$ cat src/rtl/thermistor_linearize_scan_stats_top_macros.svh
// assertion macros for the thermistor linearizer
`ifndef THERMISTOR_LINEARIZE_SCAN_STATS_TOP_MACROS_SVH
`define THERMISTOR_LINEARIZE_SCAN_STATS_TOP_MACROS_SVH
`define TLS_ASSERT_IMPL(lbl, clk, rst, a, c) \
   lbl: assert property (@(posedge clk) disable iff (rst) (a) |-> (c)) \
      else $error("%m: lbl failed");
`define TLS_ASSERT_NEXT(lbl, clk, rst, a, c) \
   lbl: assert property (@(posedge clk) disable iff (rst) (a) |=> (c)) \
      else $error("%m: lbl failed");
`endif

$ cat src/rtl/tls_pkg.sv
// package with table, register codes and shared types for the thermistor linearizer
package tls_pkg;
   localparam int TPTS = 33;
   localparam logic [1:0] CSR_VVL = 2'd0;
   localparam logic [1:0] CSR_VVH = 2'd1;
   localparam logic [1:0] CSR_ITL = 2'd2;
   localparam logic [1:0] CSR_ITH = 2'd3;
   localparam logic signed [16:0] NODE0_TEMP = 17'sd30720;
   localparam logic signed [16:0] NODE_STEP = 17'sd1280;
   localparam logic [6:0] COUNT_MAX = 7'd127;
   typedef logic signed [15:0] temp_type;

   function automatic logic [13:0] vk(input logic [5:0] k);
      logic [13:0] t [0:TPTS-1];
      t = '{14'd4160, 14'd4192, 14'd4224, 14'd4256, 14'd4288, 14'd4320, 14'd4384,
            14'd4416, 14'd4480, 14'd4576, 14'd4640, 14'd4736, 14'd4832, 14'd4960,
            14'd5088, 14'd5216, 14'd5376, 14'd5568, 14'd5760, 14'd5952, 14'd6144,
            14'd6368, 14'd6560, 14'd6752, 14'd6944, 14'd7136, 14'd7264, 14'd7424,
            14'd7520, 14'd7616, 14'd7680, 14'd7744, 14'd7808};
      return (k < 6'(TPTS)) ? t[k] : t[TPTS-1];
   endfunction

   // 2^20 / (2 * m) rounded up, exact quotient for numerators below 2^15
   function automatic logic [19:0] half_recip(input logic [2:0] m);
      logic [19:0] r;
      unique case (m)
         3'd1: r = 20'd524288;
         3'd2: r = 20'd262144;
         3'd3: r = 20'd174763;
         3'd4: r = 20'd131072;
         3'd5: r = 20'd104858;
         3'd6: r = 20'd87382;
         3'd7: r = 20'd74899;
         default: r = '0;
      endcase
      return r;
   endfunction
endpackage

$ cat src/rtl/thermistor_linearize_scan_stats_top.sv
// top level: thermistor linearizer with per-scan min, max and average
// flow: accepted samples pass the read, multiply, interpolate and write states in order;
// on a last_of_scan sample with a nonzero valid count the average divider runs before the result
// throughput: one transaction at a time, the next accepted once the result is taken
// reset: registers and running statistics take reset values, then a clearing pass over all
// NUM_CHANNELS entries zeroes the temperature memory before any sample is taken
`include "thermistor_linearize_scan_stats_top_macros.svh"
module thermistor_linearize_scan_stats_top
   import tls_pkg::*;
#(
   parameter int NUM_CHANNELS = 88
)(
   input  logic               clock,
   input  logic               reset,
   input  logic               req_valid,
   output logic               req_ready,
   input  logic [6:0]         req_channel_index,
   input  logic [15:0]        req_adc_code,
   input  logic               req_last_of_scan,
   output logic               rsp_valid,
   input  logic               rsp_ready,
   output logic signed [15:0] rsp_temperature,
   output logic               rsp_reading_held,
   output logic               rsp_channel_ignored,
   output logic               rsp_scan_done,
   output logic signed [15:0] rsp_scan_min,
   output logic signed [15:0] rsp_scan_max,
   output logic signed [15:0] rsp_scan_average,
   output logic [6:0]         rsp_valid_count,
   output logic [6:0]         rsp_ignored_count,
   output logic               rsp_no_valid_channels,
   input  logic               csr_valid,
   output logic               csr_ready,
   input  logic [1:0]         csr_index,
   input  logic [15:0]        csr_data
);
   localparam int AW = (NUM_CHANNELS > 1) ? $clog2(NUM_CHANNELS) : 1;
   localparam logic [2:0] ST_CLR = 3'd0, ST_IDLE = 3'd1, ST_RD = 3'd2, ST_INT = 3'd3,
                          ST_WR = 3'd4, ST_DIV = 3'd5, ST_MUL = 3'd6;

   logic [2:0] st_ff, st_in;
   logic [AW:0] clr_ff, clr_in;
   temp_type vvl_ff, vvh_ff, itl_ff, ith_ff;
   temp_type mem [0:NUM_CHANNELS-1];
   temp_type rd_ff;
   logic [6:0] ch_ff;
   logic signed [16:0] v_ff;
   logic last_ff, have_ff;
   temp_type rmin_ff, rmax_ff;
   logic signed [23:0] rsum_ff;
   logic [6:0] ucnt_ff, scnt_ff;
   // interpolation stages
   logic [5:0] seg, seg_ff;
   logic [13:0] lo, hi, d;
   logic [7:0] x;
   logic [2:0] m, m_ff;
   logic [14:0] n_ff;
   logic clo_ff, chi_ff;
   logic [34:0] prod;
   logic [10:0] drop;
   logic signed [16:0] lin;
   temp_type lin_ff;
   logic held_ff;
   temp_type t;
   logic ign;
   logic div_start, div_busy, div_done;
   temp_type quo;
   logic o_valid_ff;
   temp_type o_t_ff, o_min_ff, o_max_ff, o_avg_ff;
   logic o_held_ff, o_ign_ff, o_done_ff, o_empty_ff;
   logic [6:0] o_uc_ff, o_sc_ff;
   logic mem_we;
   logic [AW-1:0] mem_wa;
   temp_type mem_wd;

   assign csr_ready = 1'b1;
   assign req_ready = (st_ff == ST_IDLE) && !o_valid_ff;

   // segment search and offset into the segment
   always_comb begin
      seg = 6'd0;
      for (int k = 0; k < TPTS - 1; k++)
         if (v_ff >= $signed({3'b0, vk(6'(k))})) seg = 6'(k);
      lo = vk(seg);
      hi = vk(seg + 6'd1);
      d = hi - lo;
      m = d[7:5];
      x = 8'(v_ff - $signed({3'b0, lo}));
   end

   // rounded drop within the segment by reciprocal multiplication
   always_comb begin
      prod = 35'(n_ff) * 35'(half_recip(m_ff));
      drop = 11'(prod >> 20);
      if (clo_ff)
         lin = NODE0_TEMP;
      else if (chi_ff)
         lin = NODE0_TEMP - NODE_STEP * 17'(TPTS - 1);
      else
         lin = NODE0_TEMP - NODE_STEP * $signed({11'b0, seg_ff}) - $signed({6'b0, drop});
   end

   assign t = held_ff ? (have_ff ? rd_ff : '0) : lin_ff;
   assign ign = (t < itl_ff) || (t > ith_ff);
   assign div_start = (st_ff == ST_WR) && last_ff && (ucnt_ff != 7'd0);

   tls_div u_div (
      .clock(clock), .reset(reset), .start(div_start),
      .dividend(rsum_ff), .divisor(ucnt_ff),
      .busy(div_busy), .done(div_done), .quotient(quo)
   );

   always_comb begin
      st_in = st_ff;
      clr_in = clr_ff;
      unique case (st_ff)
         ST_CLR: begin
            clr_in = clr_ff + 1'b1;
            if (clr_ff == (AW+1)'(NUM_CHANNELS - 1)) st_in = ST_IDLE;
         end
         ST_IDLE: if (req_valid && req_ready) st_in = ST_RD;
         ST_RD:   st_in = ST_MUL;
         ST_MUL:  st_in = ST_INT;
         ST_INT:  st_in = ST_WR;
         ST_WR:   st_in = div_start ? ST_DIV : ST_IDLE;
         ST_DIV:  if (div_done) st_in = ST_IDLE;
         default: st_in = ST_IDLE;
      endcase
   end

   always_comb begin
      mem_we = 1'b0;
      mem_wa = clr_ff[AW-1:0];
      mem_wd = '0;
      if (st_ff == ST_CLR) mem_we = 1'b1;
      else if (st_ff == ST_WR && have_ff) begin
         mem_we = 1'b1;
         mem_wa = ch_ff[AW-1:0];
         mem_wd = t;
      end
   end

   always_ff @(posedge clock) begin
      if (mem_we) mem[mem_wa] <= mem_wd;
      if (st_ff == ST_IDLE) rd_ff <= mem[req_channel_index[AW-1:0]];
   end

   always_ff @(posedge clock) begin
      if (reset) begin
         st_ff <= ST_CLR;
         clr_ff <= '0;
         vvl_ff <= -16'sd640;
         vvh_ff <= 16'sd11200;
         itl_ff <= -16'sd9984;
         ith_ff <= 16'sd30464;
         rmin_ff <= 16'sd30464;
         rmax_ff <= -16'sd9984;
         rsum_ff <= '0;
         ucnt_ff <= '0;
         scnt_ff <= '0;
         o_valid_ff <= 1'b0;
      end else begin
         st_ff <= st_in;
         clr_ff <= clr_in;
         if (csr_valid) begin
            unique case (csr_index)
               CSR_VVL: vvl_ff <= csr_data;
               CSR_VVH: vvh_ff <= csr_data;
               CSR_ITL: itl_ff <= csr_data;
               CSR_ITH: ith_ff <= csr_data;
               default: ;
            endcase
         end
         if (rsp_valid && rsp_ready) o_valid_ff <= 1'b0;
         if (st_ff == ST_IDLE && req_valid && req_ready) begin
            ch_ff <= req_channel_index;
            v_ff <= $signed({1'b0, req_adc_code}) - 17'sd32768;
            last_ff <= req_last_of_scan;
            have_ff <= 32'(req_channel_index) < NUM_CHANNELS;
         end
         if (st_ff == ST_RD) begin
            seg_ff <= seg;
            m_ff <= m;
            n_ff <= 15'(x) * 15'd80 + 15'(m);
            clo_ff <= v_ff < $signed(17'(vk(6'd0)));
            chi_ff <= v_ff > $signed(17'(vk(6'(TPTS - 1))));
            held_ff <= (v_ff < 17'(vvl_ff)) || (v_ff > 17'(vvh_ff));
         end
         if (st_ff == ST_MUL) begin
            lin_ff <= lin[15:0];
         end
         if (st_ff == ST_INT) begin
            if (ign) begin
               if (scnt_ff != COUNT_MAX) scnt_ff <= scnt_ff + 7'd1;
            end else if (ucnt_ff != COUNT_MAX) begin
               rsum_ff <= rsum_ff + 24'(t);
               ucnt_ff <= ucnt_ff + 7'd1;
            end
         end
         if (st_ff == ST_WR) begin
            o_t_ff <= t;
            o_held_ff <= held_ff;
            o_ign_ff <= ign;
            o_done_ff <= last_ff;
            o_avg_ff <= '0;
            if (last_ff) begin
               o_min_ff <= (!ign && t < rmin_ff) ? t : rmin_ff;
               o_max_ff <= (!ign && t > rmax_ff) ? t : rmax_ff;
               o_uc_ff <= ucnt_ff;
               o_sc_ff <= scnt_ff;
               o_empty_ff <= (ucnt_ff == 7'd0);
               if (ucnt_ff == 7'd0) begin
                  o_valid_ff <= 1'b1;
                  rsum_ff <= '0;
               end
               rmin_ff <= ith_ff;
               rmax_ff <= itl_ff;
               scnt_ff <= '0;
            end else begin
               o_min_ff <= '0;
               o_max_ff <= '0;
               o_uc_ff <= '0;
               o_sc_ff <= '0;
               o_empty_ff <= 1'b0;
               o_valid_ff <= 1'b1;
               if (!ign) begin
                  if (t < rmin_ff) rmin_ff <= t;
                  if (t > rmax_ff) rmax_ff <= t;
               end
            end
         end
         if (div_done) begin
            o_avg_ff <= quo;
            o_valid_ff <= 1'b1;
            rsum_ff <= '0;
            ucnt_ff <= '0;
         end
      end
   end

   assign rsp_valid = o_valid_ff;
   assign rsp_temperature = o_t_ff;
   assign rsp_reading_held = o_held_ff;
   assign rsp_channel_ignored = o_ign_ff;
   assign rsp_scan_done = o_done_ff;
   assign rsp_scan_min = o_min_ff;
   assign rsp_scan_max = o_max_ff;
   assign rsp_scan_average = o_avg_ff;
   assign rsp_valid_count = o_uc_ff;
   assign rsp_ignored_count = o_sc_ff;
   assign rsp_no_valid_channels = o_empty_ff;

   `TLS_ASSERT_IMPL(a_no_req_in_clear, clock, reset, st_ff == ST_CLR, !req_ready)
   `TLS_ASSERT_IMPL(a_div_only_in_div, clock, reset, div_busy, st_ff == ST_DIV)
   `TLS_ASSERT_NEXT(a_rd_follows_accept, clock, reset, req_valid && req_ready, st_ff == ST_RD)
endmodule

$ cat src/rtl/tls_div.sv
// restoring divider for the scan average, one quotient bit per cycle
module tls_div
   import tls_pkg::*;
(
   input  logic               clock,
   input  logic               reset,
   input  logic               start,
   input  logic signed [23:0] dividend,
   input  logic [6:0]         divisor,
   output logic               busy,
   output logic               done,
   output logic signed [15:0] quotient
);
   logic [23:0] mag_ff, mag_in;
   logic [6:0]  rem_ff, rem_in;
   logic [6:0]  dvs_ff, dvs_in;
   logic [4:0]  cnt_ff, cnt_in;
   logic        neg_ff, neg_in;
   logic        busy_ff, busy_in;
   logic        done_ff, done_in;
   logic [7:0]  trial;
   logic [23:0] qs;

   always_comb begin
      mag_in = mag_ff;
      rem_in = rem_ff;
      dvs_in = dvs_ff;
      cnt_in = cnt_ff;
      neg_in = neg_ff;
      busy_in = busy_ff;
      done_in = 1'b0;
      trial = {rem_ff, mag_ff[23]};
      if (start) begin
         mag_in = dividend[23] ? 24'(-dividend) : dividend;
         neg_in = dividend[23];
         dvs_in = divisor;
         rem_in = '0;
         cnt_in = 5'd24;
         busy_in = 1'b1;
      end else if (busy_ff) begin
         if (trial >= {1'b0, dvs_ff}) begin
            rem_in = 7'(trial - {1'b0, dvs_ff});
            mag_in = {mag_ff[22:0], 1'b1};
         end else begin
            rem_in = trial[6:0];
            mag_in = {mag_ff[22:0], 1'b0};
         end
         cnt_in = cnt_ff - 5'd1;
         if (cnt_ff == 5'd1) begin
            busy_in = 1'b0;
            done_in = 1'b1;
         end
      end
   end

   always_ff @(posedge clock) begin
      if (reset) begin
         busy_ff <= 1'b0;
         done_ff <= 1'b0;
         cnt_ff <= '0;
      end else begin
         busy_ff <= busy_in;
         done_ff <= done_in;
         cnt_ff <= cnt_in;
      end
      mag_ff <= mag_in;
      rem_ff <= rem_in;
      dvs_ff <= dvs_in;
      neg_ff <= neg_in;
   end

   assign qs = neg_ff ? 24'(-mag_ff) : mag_ff;
   assign quotient = qs[15:0];
   assign busy = busy_ff;
   assign done = done_ff;
endmodule

$ cat config.mk
export PLATFORM = sky130hd
export DESIGN_NAME = thermistor_linearize_scan_stats_top
export DESIGN_NICKNAME = d
export VERILOG_FILES = /design/src/rtl/tls_pkg.sv /design/src/rtl/thermistor_linearize_scan_stats_top.sv /design/src/rtl/tls_div.sv
export VERILOG_INCLUDE_DIRS = /design/src /design/src/rtl
export SDC_FILE = /design/constraint.sdc
export NUM_CORES = 2
export LEC_CHECK = 0
export ABC_AREA = 1
export ABC_CLOCK_PERIOD_IN_PS = 21600
export BUFFER_PORTS_ARGS = -buffer_cell sky130_fd_sc_hd__buf_2
export CAP_MARGIN = 5
export CORE_MARGIN = 2
export CORE_UTILIZATION = 23
export CTS_BUF_LIST = sky130_fd_sc_hd__clkbuf_4
export CTS_CLUSTER_DIAMETER = 60
export DETAILED_ROUTE_END_ITERATION = 8
export HOLD_SLACK_MARGIN = 0.08
export PLACE_DENSITY = 0.44
export SLEW_MARGIN = 20
export SYNTH_ARGS = -nofsm -noshare
export SYNTH_HDL_FRONTEND = slang
export SYNTH_HIERARCHICAL = 1
export SYNTH_SLANG_ARGS = --single-unit
$ cat constraint.sdc
create_clock -name clock -period 21.6 [get_ports clock]
set_clock_uncertainty 0.1 [all_clocks]
set_input_delay 6.48 -clock clock [delete_from_list [all_inputs] [get_ports clock]]
set_output_delay 6.48 -clock clock [all_outputs]
set_load 0.02 [all_outputs]
==> metrics.yaml <==
firstDrtPassIters: 6
ys_types: 68
ys_seq_area_share_pct: 61.9
critPathCaptureType: "flop"
avgViaCountPerCell: 4.61
row_count: 220
tns_ns: 0
drive_gt1_share_pct: 14.1
worst_path_max_delay_cell: "buf_4"
start_kind: "input pin"
hold_buffers: 0
wl_per_cell_um: 21.3
critical_path_buf_inv_count: 5
tightest_slew_ns: 1.12
die_h_um: 604
avgSynthCellArea_um2: 11.1
design.die.area_um2: 365000
start_util_pct: 23.1
vias: 59900
syn_to_final_growth_pct: 15.6
yosys.area.top_type: "edfxtp_1"
antenna_found_initial: 11
setup_viol_count_final: 0
cp_cell_sequence: "buf_8 > buf_4 > buf_4 > buf_4 > buf_4 > o21ai_0 > o22ai_1 > o21ai_0 > o22ai_1 > nor2_1 > o32ai_1 > nor2_1 > a31oi_1"
synthArstFlopShare_pct: 0
grt_usage_pct: 14.8
clkSinkCount: 1761
dp_hpwl_um: 173000
clk_pin_slew_ns: 0.06
final_cell_mix: "edfxtp_1, nor2_1, o21ai_0, clkbuf_4, inv_1"
yosysWarnings: 6
final.period_utilization_pct: 46.8
numCtsBuffers: 465
synthCells: 7430
slew_headroom_pct: 25.5
period_minus_slack_ns: 10.12
hold_slack_ns: 0.366
die_w_um: 604
fmax_mhz: 98.8
power_density_nw_per_um2: 75.0
synth.area.top_cells: "edfxtp_1, o21ai_0, nor2_1, fa_1, ha_1"
syn_area_um2: 82800
clk_latency_ns: 1.34
grt_max_degree: 165
numPortBuffers: 130
startpoint: "req_channel_index[0]"
ant_nets: 0
ys.flop_type: "edfxtp_1"
io-pin-count: 132
synth_edf_count: 1601
synth.top_cell.area_share_pct: 58.0
status: "completed"
num-nets-final: 8358
stdcell_count: 13000
drv_cap: 0
ctsHtreeMaxLevel: 5
worstPathRequired_ns: 22.67
p_leak_nw: 32.6
cts_tree: "built"
drtIter0Drc: 5160
gp_congestion: 0.850
crit_top_cell: "buf_4"
crit_type: "input pin to flop"
r2r-start: "n_ff[2]"
final_area_um2: 95800
dpl-instance-area_um2: 89800
postCtsSetupBuffers: 0
cp_max_fo: 92
ctsResizeCount: 0
rsz0062_at_grt: "no"
hold_violations: 0
crit_family: "buffers and inverters"
slew_violations: 0
final_common_cell: "edfxtp_1"
cts_root_buf: "clkbuf_4"
grt.overflow.total: 0
hp-start: "vvl_ff[5]"
core_um2: 359000
worst_ep_arrival_time_ns: 11.19
peakVddDrop_mv: 0.0414
grt_pass1_wl_um: 404000
total_power_w: 0.00718
n_fill_cell: 37700
hold_path_class: "flop to flop"
dp.cells: 12100
wirelength_um: 277000
grt_pass1_vias: 59400
synth_seq_cells: 1761
max_stage_delay_ns: 0.67
clock_path_buffers: 4
drc: 0
==> synthesized netlist by cell type, types with 16 or more instances <==
master	number
a31oi_1	29
inv_2	16
inv_1	666
xnor2_1	24
fa_1	207
o221ai_1	49
nor2_1	1278
a21oi_1	294
clkbuf_1	352
edfxtp_1	1601
o32ai_1	26
nand4_1	23
dfxtp_1	160
nand2_1	503
o211ai_1	43
buf_1	21
ha_1	265
nor3_1	37
o22ai_1	374
o21ai_0	1107
o21ai_1	22
nand3_1	136
xor2_1	41
==> where the power goes <==
part / internal, W / switching, W / leakage [nW]
logic: 0.000134 / 0.000371 / 15.6
clock network: 0.00152 / 0.00143 / 3.50
registers: 0.00371 / 0.0000121 / 13.5
==> metal layers <==
| metal | part of all wire (%) | GRT usage (%) |
|---|---|---|
| met1 | 45 | 20.1 |
| met4 | 2.6 | 4.42 |
| met3 | 6.0 | 2.48 |
| met2 | 47 | 24.0 |
| met5 | 0.0047 | 0 |
==> path summary, 6_finish.rpt <==
| path | slack (ns) | to | depth (start not counted) |
|---|---|---|---|
| setup reg to reg | 11.66 | lin_ff[14] | 33 |
| hold reg to reg | 0.37 | vvl_ff[5] | 2 |
| hold / removal | 0.37 | vvl_ff[5] | 2 |
| setup / recovery | 11.48 | rd_ff[14] | 13 |
==> final cells by class <==
class | instances | area, µm² | share of cell area (%)
antenna | 14 | 35.0 | 0.0366
clock buffer | 683 | 5130 | 5.35
clock inverter | 130 | 739 | 0.772
inverter | 690 | 2610 | 2.73
multi-input combinational | 4599 | 27800 | 29.0
sequential | 1761 | 51300 | 53.5
tap | 4773 | 5970 | 6.24
timing repair buffer | 322 | 2220 | 2.31
==> metrics by stage <==
step	utilization, %	setup WS (ns)
finish	26.7	11.48
detailed placement	25.0	10.13
CTS	26.7	11.53
global placement	25.0	10.19
global route	26.7	10.98
floorplan	-	11.55
==> worst register-to-register path, delay by kind of cell, from the launching register on <==
| kind | cells | cell delay, ns |
|---|---|---|
| and+or+nand+nor | 9 | 2.08 |
| AOI/OAI and AO/OA | 8 | 1.79 |
| adders and majority gates | 9 | 4.21 |
| buffers and inverters | 6 | 0.64 |
| DFF | 1 | 0.71 |
| xor gates and xnor gates | 1 | 0.19 |
==> state kept, by name, summed over array words and instances (netlist names), 8 cells and up <==
name / flops
mem: 1408
rsum_ff: 24
u_div/mag_ff: 24
ith_ff: 16
itl_ff: 16
lin_ff: 16
rd_ff: 16
rmax_ff: 16
rmin_ff: 16
rsp_scan_average: 16
rsp_scan_max: 16
rsp_scan_min: 16
rsp_temperature: 16
v_ff: 16
vvh_ff: 16
vvl_ff: 16
n_ff: 12
clr_ff: 8
==> logic make-up after synthesis <==
group / count (synthesis) / share of synthesized area, %
buffers and inverters: 1078 / 4.92
DFF: 1761 / 61.9
other: 2 / 0.00907
xor gates and xnor gates: 67 / 0.734
and+or+nand+nor: 2032 / 9.86
adders and majority gates: 472 / 9.01
AOI/OAI and AO/OA: 2018 / 13.6
(Power assumes the default switching activity.)
